`src/sv/ultrasonic_echo_ranger_assert.svh`:
```
// ----------------------------------------------------------------------------
// Assertion macros for the ultrasonic echo ranger
// Concurrent checks that compile away when SYNTHESIS is defined.
// ----------------------------------------------------------------------------
`ifndef ULTRASONIC_ECHO_RANGER_ASSERT_SVH
`define ULTRASONIC_ECHO_RANGER_ASSERT_SVH

`ifndef SYNTHESIS

// same-cycle implication
`define UER_ASSERT_IMP(name, clk, rstn, ante, cons) \
  name: assert property (@(posedge clk) disable iff (!rstn) (ante) |-> (cons)) \
    else $error("uer: implication check failed");

// next-cycle implication
`define UER_ASSERT_NXT(name, clk, rstn, ante, cons) \
  name: assert property (@(posedge clk) disable iff (!rstn) (ante) |=> (cons)) \
    else $error("uer: next-cycle check failed");

`else

`define UER_ASSERT_IMP(name, clk, rstn, ante, cons)
`define UER_ASSERT_NXT(name, clk, rstn, ante, cons)

`endif

`endif

```
`src/sv/uer_pkg.sv`:
```
// ----------------------------------------------------------------------------
// uer_pkg
// Shared types, constants and helpers of the ultrasonic echo ranger.
// ----------------------------------------------------------------------------
package uer_pkg;

  // counter widths
  localparam int unsigned US_W  = 18;
  localparam int unsigned PRE_W = 8;
  localparam logic [US_W-1:0] US_MAX = '1;

  // configuration port
  localparam int unsigned CFG_AW = 3;
  localparam int unsigned CFG_DW = 18;

  // queue between front and back
  localparam int unsigned Q_DEPTH = 4;
  localparam int unsigned Q_AW    = $clog2(Q_DEPTH);

  // distance arithmetic
  localparam int unsigned PROD_W      = 26;  // 16-bit width times 10-bit speed
  localparam int unsigned DIST_W      = 25;  // product halved
  localparam int unsigned X_W         = 19;  // distance divided by 64
  localparam int unsigned RECIP_W     = 20;
  localparam int unsigned QM_W        = X_W + RECIP_W;
  localparam int unsigned RECIP_SHIFT = 33;
  localparam int unsigned M_W         = 6;
  localparam int unsigned UM_W        = 20;
  // floor(2^33 / 15625): quotient by 15625 after the shift by 6
  localparam logic [RECIP_W-1:0] RECIP  = 20'd549755;
  localparam logic [PROD_W-1:0]  UM_PER_M = 26'd1000000;

  typedef enum logic [1:0] {
    ST_VALID   = 2'd0,
    ST_WINDOW  = 2'd1,
    ST_TIMEOUT = 2'd2
  } status_e;

  typedef enum logic [CFG_AW-1:0] {
    REG_CYCLES_PER_US = 3'd0,
    REG_TRIGGER_US    = 3'd1,
    REG_MIN_PULSE_US  = 3'd2,
    REG_MAX_PULSE_US  = 3'd3,
    REG_TIMEOUT_US    = 3'd4,
    REG_HOLDOFF_US    = 3'd5,
    REG_SOUND_SPEED   = 3'd6
  } reg_idx_e;

  typedef struct packed {
    logic [7:0]  cycles_per_us;
    logic [7:0]  trigger_us;
    logic [15:0] min_pulse_us;
    logic [15:0] max_pulse_us;
    logic [17:0] timeout_us;
    logic [9:0]  holdoff_us;
    logic [9:0]  sound_speed;
  } cfg_t;

  localparam cfg_t CFG_RESET = '{
    cycles_per_us: 8'd16,
    trigger_us:    8'd11,
    min_pulse_us:  16'd11,
    max_pulse_us:  16'd25000,
    timeout_us:    18'd130000,
    holdoff_us:    10'd145,
    sound_speed:   10'd340
  };

  // one classified beat from the front
  typedef struct packed {
    logic           trig;
    logic           busy;
    logic           done;
    status_e        status;
    logic [US_W-1:0] pulse_us;
  } res_t;

  // microsecond count plus prescaler remainder
  typedef struct packed {
    logic [US_W-1:0]  us;
    logic [PRE_W-1:0] sub;
  } tick_cnt_t;

  // advance a count by one clock cycle, saturating the microseconds
  function automatic tick_cnt_t advance(tick_cnt_t c, logic [PRE_W-1:0] cpu);
    tick_cnt_t      n;
    logic [PRE_W:0] nxt;
    n   = c;
    nxt = {1'b0, c.sub} + {{PRE_W{1'b0}}, 1'b1};
    if (nxt >= {1'b0, cpu}) begin
      n.sub = '0;
      if (c.us != US_MAX) begin
        n.us = c.us + 1'b1;
      end
    end else begin
      n.sub = nxt[PRE_W-1:0];
    end
    return n;
  endfunction

endpackage

```
`src/sv/uer_front.sv`:
```
// ----------------------------------------------------------------------------
// uer_front
// Measurement sequencer: takes one beat per cycle while the queue has room, tracks the
// echo edges, trigger, timeout and holdoff, and pushes one classified record per beat.
// ----------------------------------------------------------------------------
module uer_front (
  input  logic          clk_i,
  input  logic          rst_ni,
  input  uer_pkg::cfg_t cfg_i,
  input  logic          in_valid_i,
  output logic          in_ready_o,
  input  logic          op_i,
  input  logic          echo_i,
  input  logic          full_i,
  output logic          push_o,
  output uer_pkg::res_t push_res_o
);
  import uer_pkg::*;

  localparam logic [2:0] PH_IDLE        = 3'd0;
  localparam logic [2:0] PH_TRIG_FIRST  = 3'd1;
  localparam logic [2:0] PH_TRIG_SECOND = 3'd2;
  localparam logic [2:0] PH_WAIT_FIRST  = 3'd3;
  localparam logic [2:0] PH_WAIT_SECOND = 3'd4;
  localparam logic [2:0] PH_HOLDOFF     = 3'd5;

  logic [2:0]       phase_q, phase_d;
  logic             prev_q, prev_d;
  tick_cnt_t        ph_q, ph_d;
  tick_cnt_t        wd_q, wd_d;
  logic [PRE_W-1:0] cpu;
  logic             echo_chg;
  logic [US_W-1:0]  rnd_us;
  res_t             res;

  assign in_ready_o = ~full_i;
  assign push_o     = in_valid_i & in_ready_o;
  assign push_res_o = res;

  // a zero prescaler counts as one cycle per microsecond
  assign cpu      = (cfg_i.cycles_per_us == '0) ? {{(PRE_W-1){1'b0}}, 1'b1}
                                                : cfg_i.cycles_per_us;
  assign echo_chg = echo_i ^ prev_q;

  // next state and record for the current beat
  always_comb begin
    phase_d = phase_q;
    prev_d  = prev_q;
    ph_d    = ph_q;
    wd_d    = wd_q;
    rnd_us  = '0;
    res     = '0;
    if (push_o) begin
      if (op_i) begin
        // start: only from idle
        if (phase_q == PH_IDLE) begin
          phase_d = PH_TRIG_FIRST;
          ph_d    = '0;
          wd_d    = '0;
        end
      end else begin
        prev_d = echo_i;
        if (phase_q == PH_HOLDOFF) begin
          ph_d = advance(ph_q, cpu);
          if (ph_d.us >= {{(US_W-10){1'b0}}, cfg_i.holdoff_us}) begin
            phase_d = PH_IDLE;
          end
        end else if (phase_q == PH_IDLE || phase_q > PH_WAIT_SECOND) begin
          phase_d = PH_IDLE;
        end else begin
          if (phase_q == PH_TRIG_SECOND || phase_q == PH_WAIT_SECOND) begin
            wd_d = advance(wd_q, cpu);
          end
          if (echo_chg && (phase_q == PH_TRIG_SECOND || phase_q == PH_WAIT_SECOND)) begin
            // second edge: round half up and classify the width
            rnd_us = wd_d.us;
            if ({wd_d.sub, 1'b0} >= {1'b0, cpu} && wd_d.us != US_MAX) begin
              rnd_us = wd_d.us + 1'b1;
            end
            res.done     = 1'b1;
            res.pulse_us = rnd_us;
            if (rnd_us > {{(US_W-16){1'b0}}, cfg_i.min_pulse_us} &&
                rnd_us < {{(US_W-16){1'b0}}, cfg_i.max_pulse_us}) begin
              res.status = ST_VALID;
              phase_d    = PH_IDLE;
            end else begin
              res.status = ST_WINDOW;
              phase_d    = (cfg_i.holdoff_us == '0) ? PH_IDLE : PH_HOLDOFF;
              ph_d       = '0;
            end
          end else begin
            if (echo_chg) begin
              // first edge: start the width count
              phase_d = phase_q + 3'd1;
              wd_d    = '0;
            end
            ph_d = advance(ph_q, cpu);
            if (phase_d == PH_TRIG_FIRST || phase_d == PH_TRIG_SECOND) begin
              if (ph_d.us >= {{(US_W-8){1'b0}}, cfg_i.trigger_us}) begin
                phase_d = phase_d + 3'd2;
                ph_d    = '0;
              end
            end else if (ph_d.us >= cfg_i.timeout_us) begin
              res.done   = 1'b1;
              res.status = ST_TIMEOUT;
              phase_d    = PH_IDLE;
            end
          end
        end
      end
    end
    res.trig = (phase_d == PH_TRIG_FIRST) || (phase_d == PH_TRIG_SECOND);
    res.busy = (phase_d != PH_IDLE);
  end

  // hold sequencer state
  always_ff @(posedge clk_i or negedge rst_ni) begin
    if (!rst_ni) begin
      phase_q <= PH_IDLE;
      prev_q  <= 1'b0;
      ph_q    <= '0;
      wd_q    <= '0;
    end else begin
      phase_q <= phase_d;
      prev_q  <= prev_d;
      ph_q    <= ph_d;
      wd_q    <= wd_d;
    end
  end

endmodule

```
`src/sv/uer_fifo.sv`:
```
// ----------------------------------------------------------------------------
// uer_fifo
// Short show-ahead queue of classified records between front and back.
// ----------------------------------------------------------------------------
module uer_fifo (
  input  logic          clk_i,
  input  logic          rst_ni,
  input  logic          push_i,
  input  uer_pkg::res_t wdata_i,
  output logic          full_o,
  input  logic          pop_i,
  output logic          empty_o,
  output uer_pkg::res_t rdata_o
);
  import uer_pkg::*;

  res_t          mem_q [Q_DEPTH];
  logic [Q_AW-1:0] wptr_q, rptr_q;
  logic [Q_AW:0]   cnt_q;

  assign full_o  = (cnt_q == Q_AW'(0) + (Q_AW+1)'(Q_DEPTH));
  assign empty_o = (cnt_q == '0);
  assign rdata_o = mem_q[rptr_q];

  // store the entry
  always_ff @(posedge clk_i) begin
    if (push_i) begin
      mem_q[wptr_q] <= wdata_i;
    end
  end

  // advance pointers and fill count
  always_ff @(posedge clk_i or negedge rst_ni) begin
    if (!rst_ni) begin
      wptr_q <= '0;
      rptr_q <= '0;
      cnt_q  <= '0;
    end else begin
      if (push_i) begin
        wptr_q <= wptr_q + 1'b1;
      end
      if (pop_i) begin
        rptr_q <= rptr_q + 1'b1;
      end
      if (push_i && !pop_i) begin
        cnt_q <= cnt_q + 1'b1;
      end else if (pop_i && !push_i) begin
        cnt_q <= cnt_q - 1'b1;
      end
    end
  end

endmodule

```
`src/sv/uer_back.sv`:
```
// ----------------------------------------------------------------------------
// uer_back
// Distance pipeline: width times speed, halved, split into meters and
// micrometers by a reciprocal multiply with one correction step.
// ----------------------------------------------------------------------------
module uer_back (
  input  logic                   clk_i,
  input  logic                   rst_ni,
  input  logic [9:0]             sound_speed_i,
  input  logic                   empty_i,
  input  uer_pkg::res_t          rdata_i,
  output logic                   pop_o,
  output logic                   out_valid_o,
  input  logic                   out_ready_i,
  output logic                   trig_o,
  output logic                   busy_res_o,
  output logic                   done_res_o,
  output logic [1:0]             status_o,
  output logic [17:0]            pulse_us_o,
  output logic [5:0]             meters_o,
  output logic [19:0]            micrometers_o
);
  import uer_pkg::*;

  logic                adv;
  logic                a_valid_q, b_valid_q, c_valid_q, o_valid_q;
  res_t                a_res_q, b_res_q, c_res_q, o_res_q;
  logic [PROD_W-1:0]   a_prod_q;
  logic [DIST_W-1:0]   a_dist;
  logic [DIST_W-1:0]   b_dist_q, c_dist_q;
  logic [QM_W-1:0]     b_qm_q;
  logic [M_W-1:0]      b_q_est;
  logic [M_W-1:0]      c_q_q;
  logic [PROD_W-1:0]   c_prod_q;
  logic [PROD_W-1:0]   rem, rem_adj;
  logic [M_W-1:0]      o_m_q;
  logic [UM_W-1:0]     o_um_q;
  logic                a_use;

  // the whole pipeline holds while the output beat waits
  assign adv   = ~(o_valid_q & ~out_ready_i);
  assign pop_o = adv & ~empty_i;
  assign a_use = rdata_i.done & (rdata_i.status == ST_VALID);

  assign a_dist  = a_prod_q[PROD_W-1:1];
  assign b_q_est = b_qm_q[QM_W-1:RECIP_SHIFT];
  assign rem     = {1'b0, c_dist_q} - c_prod_q;
  assign rem_adj = rem - UM_PER_M;

  // stage valids
  always_ff @(posedge clk_i or negedge rst_ni) begin
    if (!rst_ni) begin
      a_valid_q <= 1'b0;
      b_valid_q <= 1'b0;
      c_valid_q <= 1'b0;
      o_valid_q <= 1'b0;
    end else if (adv) begin
      a_valid_q <= ~empty_i;
      b_valid_q <= a_valid_q;
      c_valid_q <= b_valid_q;
      o_valid_q <= c_valid_q;
    end
  end

  // datapath stages
  always_ff @(posedge clk_i) begin
    if (adv) begin
      // width times speed, zero for results without a distance
      a_res_q  <= rdata_i;
      a_prod_q <= a_use ? PROD_W'(rdata_i.pulse_us[15:0] * sound_speed_i) : '0;
      // quotient estimate by 1e6
      b_res_q  <= a_res_q;
      b_dist_q <= a_dist;
      b_qm_q   <= QM_W'(a_dist[DIST_W-1:DIST_W-X_W] * RECIP);
      // estimate times 1e6
      c_res_q  <= b_res_q;
      c_dist_q <= b_dist_q;
      c_q_q    <= b_q_est;
      c_prod_q <= PROD_W'(b_q_est * UM_PER_M);
      // correct an estimate that fell one short
      o_res_q  <= c_res_q;
      if (rem >= UM_PER_M) begin
        o_m_q  <= c_q_q + 1'b1;
        o_um_q <= rem_adj[UM_W-1:0];
      end else begin
        o_m_q  <= c_q_q;
        o_um_q <= rem[UM_W-1:0];
      end
    end
  end

  assign out_valid_o   = o_valid_q;
  assign trig_o        = o_res_q.trig;
  assign busy_res_o    = o_res_q.busy;
  assign done_res_o    = o_res_q.done;
  assign status_o      = o_res_q.status;
  assign pulse_us_o    = o_res_q.pulse_us;
  assign meters_o      = o_m_q;
  assign micrometers_o = o_um_q;

endmodule

```
`src/sv/ultrasonic_echo_ranger.sv`:
```
// Path: each input beat passes the record queue, then stage registers a, b, c and o.
// Throughput: one input beat per cycle unless the queue is full, one result beat per
// cycle unless out_ready_i is low; single-cycle sequencer, 4-stage distance pipeline.
// A 4-entry queue absorbs output stalls; input ready drops only when it fills.
// Reset: asynchronous, active low; registers return to defaults, sequencer idle.
// ----------------------------------------------------------------------------
// ultrasonic_echo_ranger
// Echo-pulse ranger top level: configuration registers, sequencer front,
// record queue and distance back end.
// ----------------------------------------------------------------------------
`include "ultrasonic_echo_ranger_assert.svh"

module ultrasonic_echo_ranger (
  input  logic                       clk_i,
  input  logic                       rst_ni,
  input  logic                       cfg_we_i,
  input  logic [uer_pkg::CFG_AW-1:0] cfg_addr_i,
  input  logic [uer_pkg::CFG_DW-1:0] cfg_wdata_i,
  input  logic                       in_valid_i,
  output logic                       in_ready_o,
  input  logic                       op_i,
  input  logic                       echo_i,
  output logic                       out_valid_o,
  input  logic                       out_ready_i,
  output logic                       trig_o,
  output logic                       busy_res_o,
  output logic                       done_res_o,
  output logic [1:0]                 status_o,
  output logic [17:0]                pulse_us_o,
  output logic [5:0]                 meters_o,
  output logic [19:0]                micrometers_o
);
  import uer_pkg::*;

  cfg_t cfg_q;
  logic push, full, pop, empty;
  res_t push_res, head_res;

  // configuration register writes
  always_ff @(posedge clk_i or negedge rst_ni) begin
    if (!rst_ni) begin
      cfg_q <= CFG_RESET;
    end else if (cfg_we_i) begin
      unique case (cfg_addr_i)
        REG_CYCLES_PER_US: cfg_q.cycles_per_us <= cfg_wdata_i[7:0];
        REG_TRIGGER_US:    cfg_q.trigger_us    <= cfg_wdata_i[7:0];
        REG_MIN_PULSE_US:  cfg_q.min_pulse_us  <= cfg_wdata_i[15:0];
        REG_MAX_PULSE_US:  cfg_q.max_pulse_us  <= cfg_wdata_i[15:0];
        REG_TIMEOUT_US:    cfg_q.timeout_us    <= cfg_wdata_i[17:0];
        REG_HOLDOFF_US:    cfg_q.holdoff_us    <= cfg_wdata_i[9:0];
        REG_SOUND_SPEED:   cfg_q.sound_speed   <= cfg_wdata_i[9:0];
        default: ;
      endcase
    end
  end

  uer_front u_front (
    .clk_i      (clk_i),
    .rst_ni     (rst_ni),
    .cfg_i      (cfg_q),
    .in_valid_i (in_valid_i),
    .in_ready_o (in_ready_o),
    .op_i       (op_i),
    .echo_i     (echo_i),
    .full_i     (full),
    .push_o     (push),
    .push_res_o (push_res)
  );

  uer_fifo u_fifo (
    .clk_i   (clk_i),
    .rst_ni  (rst_ni),
    .push_i  (push),
    .wdata_i (push_res),
    .full_o  (full),
    .pop_i   (pop),
    .empty_o (empty),
    .rdata_o (head_res)
  );

  uer_back u_back (
    .clk_i         (clk_i),
    .rst_ni        (rst_ni),
    .sound_speed_i (cfg_q.sound_speed),
    .empty_i       (empty),
    .rdata_i       (head_res),
    .pop_o         (pop),
    .out_valid_o   (out_valid_o),
    .out_ready_i   (out_ready_i),
    .trig_o        (trig_o),
    .busy_res_o    (busy_res_o),
    .done_res_o    (done_res_o),
    .status_o      (status_o),
    .pulse_us_o    (pulse_us_o),
    .meters_o      (meters_o),
    .micrometers_o (micrometers_o)
  );

  // result fields stay zero on beats that end no measurement
  `UER_ASSERT_IMP(a_idle_fields_zero, clk_i, rst_ni, out_valid_o && !done_res_o, status_o == ST_VALID && pulse_us_o == '0 && meters_o == '0 && micrometers_o == '0)
  // rejected or timed-out measurements carry no distance
  `UER_ASSERT_IMP(a_bad_no_distance, clk_i, rst_ni, out_valid_o && done_res_o && status_o != ST_VALID, meters_o == '0 && micrometers_o == '0)
  // the correction step leaves the remainder below one meter
  `UER_ASSERT_IMP(a_um_in_range, clk_i, rst_ni, out_valid_o, micrometers_o < UM_PER_M[UM_W-1:0])
  // an unstalled output cycle leaves room in the queue
  `UER_ASSERT_NXT(a_queue_room, clk_i, rst_ni, !(out_valid_o && !out_ready_i), in_ready_o)

endmodule

```
`config.mk`:
```
export PLATFORM = sky130hd
export DESIGN_NAME = ultrasonic_echo_ranger
export DESIGN_NICKNAME = d
export VERILOG_FILES = /design/src/sv/uer_pkg.sv /design/src/sv/uer_front.sv /design/src/sv/uer_fifo.sv /design/src/sv/uer_back.sv /design/src/sv/ultrasonic_echo_ranger.sv
export VERILOG_INCLUDE_DIRS = /design/src /design/src/sv
export SDC_FILE = /design/constraint.sdc
export NUM_CORES = 2
export LEC_CHECK = 0
export BUFFER_PORTS_ARGS = -buffer_cell sky130_fd_sc_hd__buf_2
export CORE_UTILIZATION = 36
export CTS_BUF_LIST = sky130_fd_sc_hd__clkbuf_2 sky130_fd_sc_hd__clkbuf_4 sky130_fd_sc_hd__clkbuf_8
export DETAILED_ROUTE_END_ITERATION = 8
export PLACE_DENSITY = 0.55
export SLEW_MARGIN = 25
export SYNTH_ARGS = -nofsm -noshare
export SYNTH_HDL_FRONTEND = slang
export SYNTH_SLANG_ARGS = --single-unit
```
`constraint.sdc`:
```
create_clock -name clk_i -period 9.9 [get_ports clk_i]
set_input_delay 1.485 -clock clk_i [delete_from_list [all_inputs] [get_ports clk_i]]
set_output_delay 1.485 -clock clk_i [all_outputs]
set_load 0.05 [all_outputs]
```
==> results.tsv <==
stage	metric	value	unit
timing	final.period_utilization	0.823	
synthesis	synth_mux_area_frac	0.0347	
worst_setup_path	rrSetupSlack	1.75	ns
worst_setup_path	crit_type	reg2reg	
synthesis	synthTopCellsByArea	edfxtp_1 (28%), fa_1 (15%), ha_1 (14%)	
layout	drive_above_1_share	0.124	
min_path	min_path_cells	0	
min_path	hold_path_class	reg2reg	
synthesis	synth-edff-count	314	
timing	slew_violations	0	
place	port_buffers	78	
clock_network	cts_hold_buf	0	
global_route	grt.total_usage	0.160	
synthesis	synth.avg_cell_area	11.3	sq um
floorplanning	row_count	112	
timing	setup_violations	0	
synthesis	synth_simple_gate_area_frac	0.112	
clock_network	clock-sinks	467	
layout	multi_input_area	18600	sq um
drt	wl	73800	um
synthesis	synth_top_family_by_area	adder cells	
synthesis	syn_area	33900	sq um
floorplanning	io_pins	79	
synthesis	synth_xor_area_frac	0.0357	
min_path	hold_start	u_back.b_res_q[20]	
synthesis	ys.flop_type	edfxtp_1	
timing	worst_pin_slew	0.946	ns
synthesis	synth_compound_area_frac	0.0793	
timing	fin_tns_setup	0	ns
worst_setup_path	rr_endpoint	u_front.ph_q[8]	
timing	fmax	0.123	GHz
min_path	whs_endpoint	u_back.c_res_q[20]	
global_route	grt_max_degree	89	
clock_network	cts_buffer_depth	3	
synthesis	yosysTopAreaCellShare	0.278	
worst_setup_path	critPathMaxFanout	21	
synthesis	ys_seq_area_frac	0.392	
drt	wl_per_cell	16.6	um
clock_network	cts_resized	0	
worst_setup_path	crit_top_cell	ha_1	
floorplanning	dieArea	95400	sq um
worst_setup_path	cp.arrival	8.75	ns
clock_network	h-tree-depth	3	
worst_setup_path	critPathSlowestCell	o21a_1	
clock_network	clkTransAtPathRegs	0.06	ns
global_route	grt_busiest_layer	met2	
synthesis	ys_ff_latch	467	
layout	area_growth_syn_to_layout	11.0	%
worst_setup_path	cp.required	10.50	ns
clock_network	cts_setup_buffers	0	
worst_setup_path	slowest_delay	0.72	ns
global_route	grt_overflow	0	
worst_setup_path	crit_buf_inv	1	
run_status	status	completed	
clock_network	cts_tree	built	
layout	seq_area	13300	sq um
global_route	grt_use_met2	0.253	
worst_setup_path	crit_path_start_kind	flip-flop	
drt	vias	21612	
place	gp_congestion	0.855	
clock_network	clk_latency	0.72	ns
timing	fin_crit	8.15	ns
synthesis	synth_top_cell_by_area	edfxtp_1	
layout	finalNetCount	3764	
worst_setup_path	worstRegToRegCells	32	
synthesis	yosys_warnings	0	
drt	first_pass_iters	5	
timing	rsz0062_at_grt	no	
drt	viasPerCell	4.88	
global_route	met1_usage	0.226	
timing	max-slew-margin-rel	0.366	
synthesis	synth_fa_ha_area_frac	0.287	
global_route	use_met3	0.0269	
floorplanning	core	93300	sq um
floorplanning	die_h	309	um
place	hpwl	55800	um
worst_setup_path	cp_top_family	compound AO/OA/AOI/OAI gates	
global_route	grt_pass1_vias	21744	
floorplanning	die_w	309	um
drt	drcViolationCount	0	
global_route	antenna_found_initial	2	
clock_network	ctsRootBufferMaster	clkbuf_8	
synthesis	synth_fp_nets	3651	
global_route	grt_pass1_wl	120000	um
drt	postRouteAntennaNets	0	
drt	drt_iter0_markers	1146	
clock_network	cts_buffers	84	
synthesis	synth_cell_types	88	
synthesis	ys_async_sr_fraction	0.328	
floorplanning	start_util	0.363	
worst_setup_path	end_kind	flip-flop	
worst_setup_path	r2r-start	u_front.wd_q[0]	
synthesis	netlist_instances	2995	
flow_run	drv_cap	0	
timing	hold_violations	0	
layout	fillers	9104	
timing	fin_skew	0.0485	ns
## per-layer routing
metal	vias to the layer above	wire [um]
met5	-	0
met4	0	1380
met3	92	2920
met2	392	34000
met1	10591	35500
li1	10537	-
## worst register-to-register path, delay by kind of cell (launching register included)
| kind | cells | cell delay [ns] |
|---|---|---|
| xor+xnor | 3 | 0.70 |
| compound gates | 9 | 3.01 |
| flops | 1 | 0.44 |
| fa+ha+maj | 4 | 1.09 |
| buf+inv | 1 | 0.15 |
| simple gates | 14 | 2.35 |
| mux | 1 | 0.30 |
## synth_stat cells, types with 9 or more instances
cell and count:
fa_1 250, mux4_2 23, nand2b_1 31, nor2_1 88, and2_1 90, mux2_2 49
edfxtp_1 314, nand3_1 55, xor2_1 44, nor2b_1 11, a211oi_1 12, dfrtp_1 122
and3_1 41, a22o_1 9, a2111oi_0 11, or3_1 18, ha_1 378, a21oi_1 70
nand4_1 26, a31oi_1 15, o21ai_0 130, xnor2_1 94, o21bai_1 11, inv_1 446
o31ai_1 14, or2_2 14, clkbuf_1 65, dfstp_2 31, o211ai_1 12, o21a_1 22
nor4_1 13, nor3_1 52, nand2_1 268, a21o_1 38
## flip-flops by register name, summed over array words and instances (netlist names), 20 cells and up
name,flops
cfg_q,86
u_back.a_res_q,23
u_front.wd_q,26
u_front.ph_q,26
u_back.c_dist_q,25
u_back.b_dist_q,24
u_back.c_res_q,23
u_fifo.mem_q,92
u_back.b_res_q,23
u_back.micrometers_o,20
u_back.a_prod_q,25
## how the worst max path moves through the flow
| stage | from | endpoint | slack (ns) | depth (start not counted) |
|---|---|---|---|---|
| 6_report | u_front.wd_q[0] | u_front.ph_q[8] | 1.75 | 32 |
| 5_1_grt | u_front.wd_q[0] | u_front.ph_q[8] | 1.10 | 32 |
| 4_1_cts | u_front.wd_q[0] | u_front.ph_q[8] | 1.84 | 32 |
| 3_5_place_dp | u_front.wd_q[0] | u_front.ph_q[8] | 1.85 | 32 |
| 3_3_place_gp | u_front.wd_q[0] | u_front.ph_q[8] | 2.10 | 32 |
| 2_1_floorplan | out_ready_i | u_fifo.cnt_q[1] | 1.23 | 7 |
## through the flow
step / area [sq um] / utilization / setup WS [ns] / cells / hold WS, ns
floorplan: 33900 / - / 1.23 / 2995 / 0.400
global placement: 35800 / 0.383 / 2.10 / 4276 / 0.402
detailed placement: 35800 / 0.383 / 1.85 / 4276 / 0.405
CTS: 37600 / 0.403 / 1.84 / 4430 / 0.363
global route: 37600 / 0.403 / 1.10 / 4433 / 0.350
finish: 37600 / 0.403 / 1.75 / 4433 / 0.377
## cells in the final DEF (no fill, tap or decap), drive strengths merged, types with 11 or more instances in the layout
master / n
o31ai: 14
nand4: 28
nand3: 58
clkinv: 28
or3: 18
and2: 91
o21ai: 134
xor2: 44
dfrtp: 122
nor2: 90
a21o: 38
o211ai: 12
a31oi: 15
a211oi: 16
nor2b: 11
mux2: 52
dfstp: 31
o21bai: 11
or2: 14
mux4: 23
nor3: 53
nor4: 15
inv: 449
and3: 41
edfxtp: 314
fa: 250
clkbuf: 117
o21a: 22
nand2: 268
xnor2: 94
a2111oi: 12
ha: 378
nand2b: 31
buf: 103
a21oi: 72
## final cells by class
cell class                 count  area share
multi-input combinational   2006       0.495
sequential                   467       0.354
inverter                     446      0.0445
tap                         1254      0.0417
clock buffer                 117      0.0388
timing repair buffer         103      0.0156
clock inverter                37      0.0102
antenna                        3    0.000200
## kinds of logic (layout without fill, tap and decap cells)
kind of cell             Yosys count  count (layout)
other                              0               3
adder cells (fa/ha/maj)          628             628
flip-flops                       467             467
AO/OA/AOI/OAI                    408             408
multiplexers                      82              82
buffers and inverters            522             703
XOR/XNOR                         138             138
AND/OR/NAND/NOR                  750             750
Power is not shown: default switching activity piles up to over one toggle a cycle in this logic, so the estimate is an artifact.
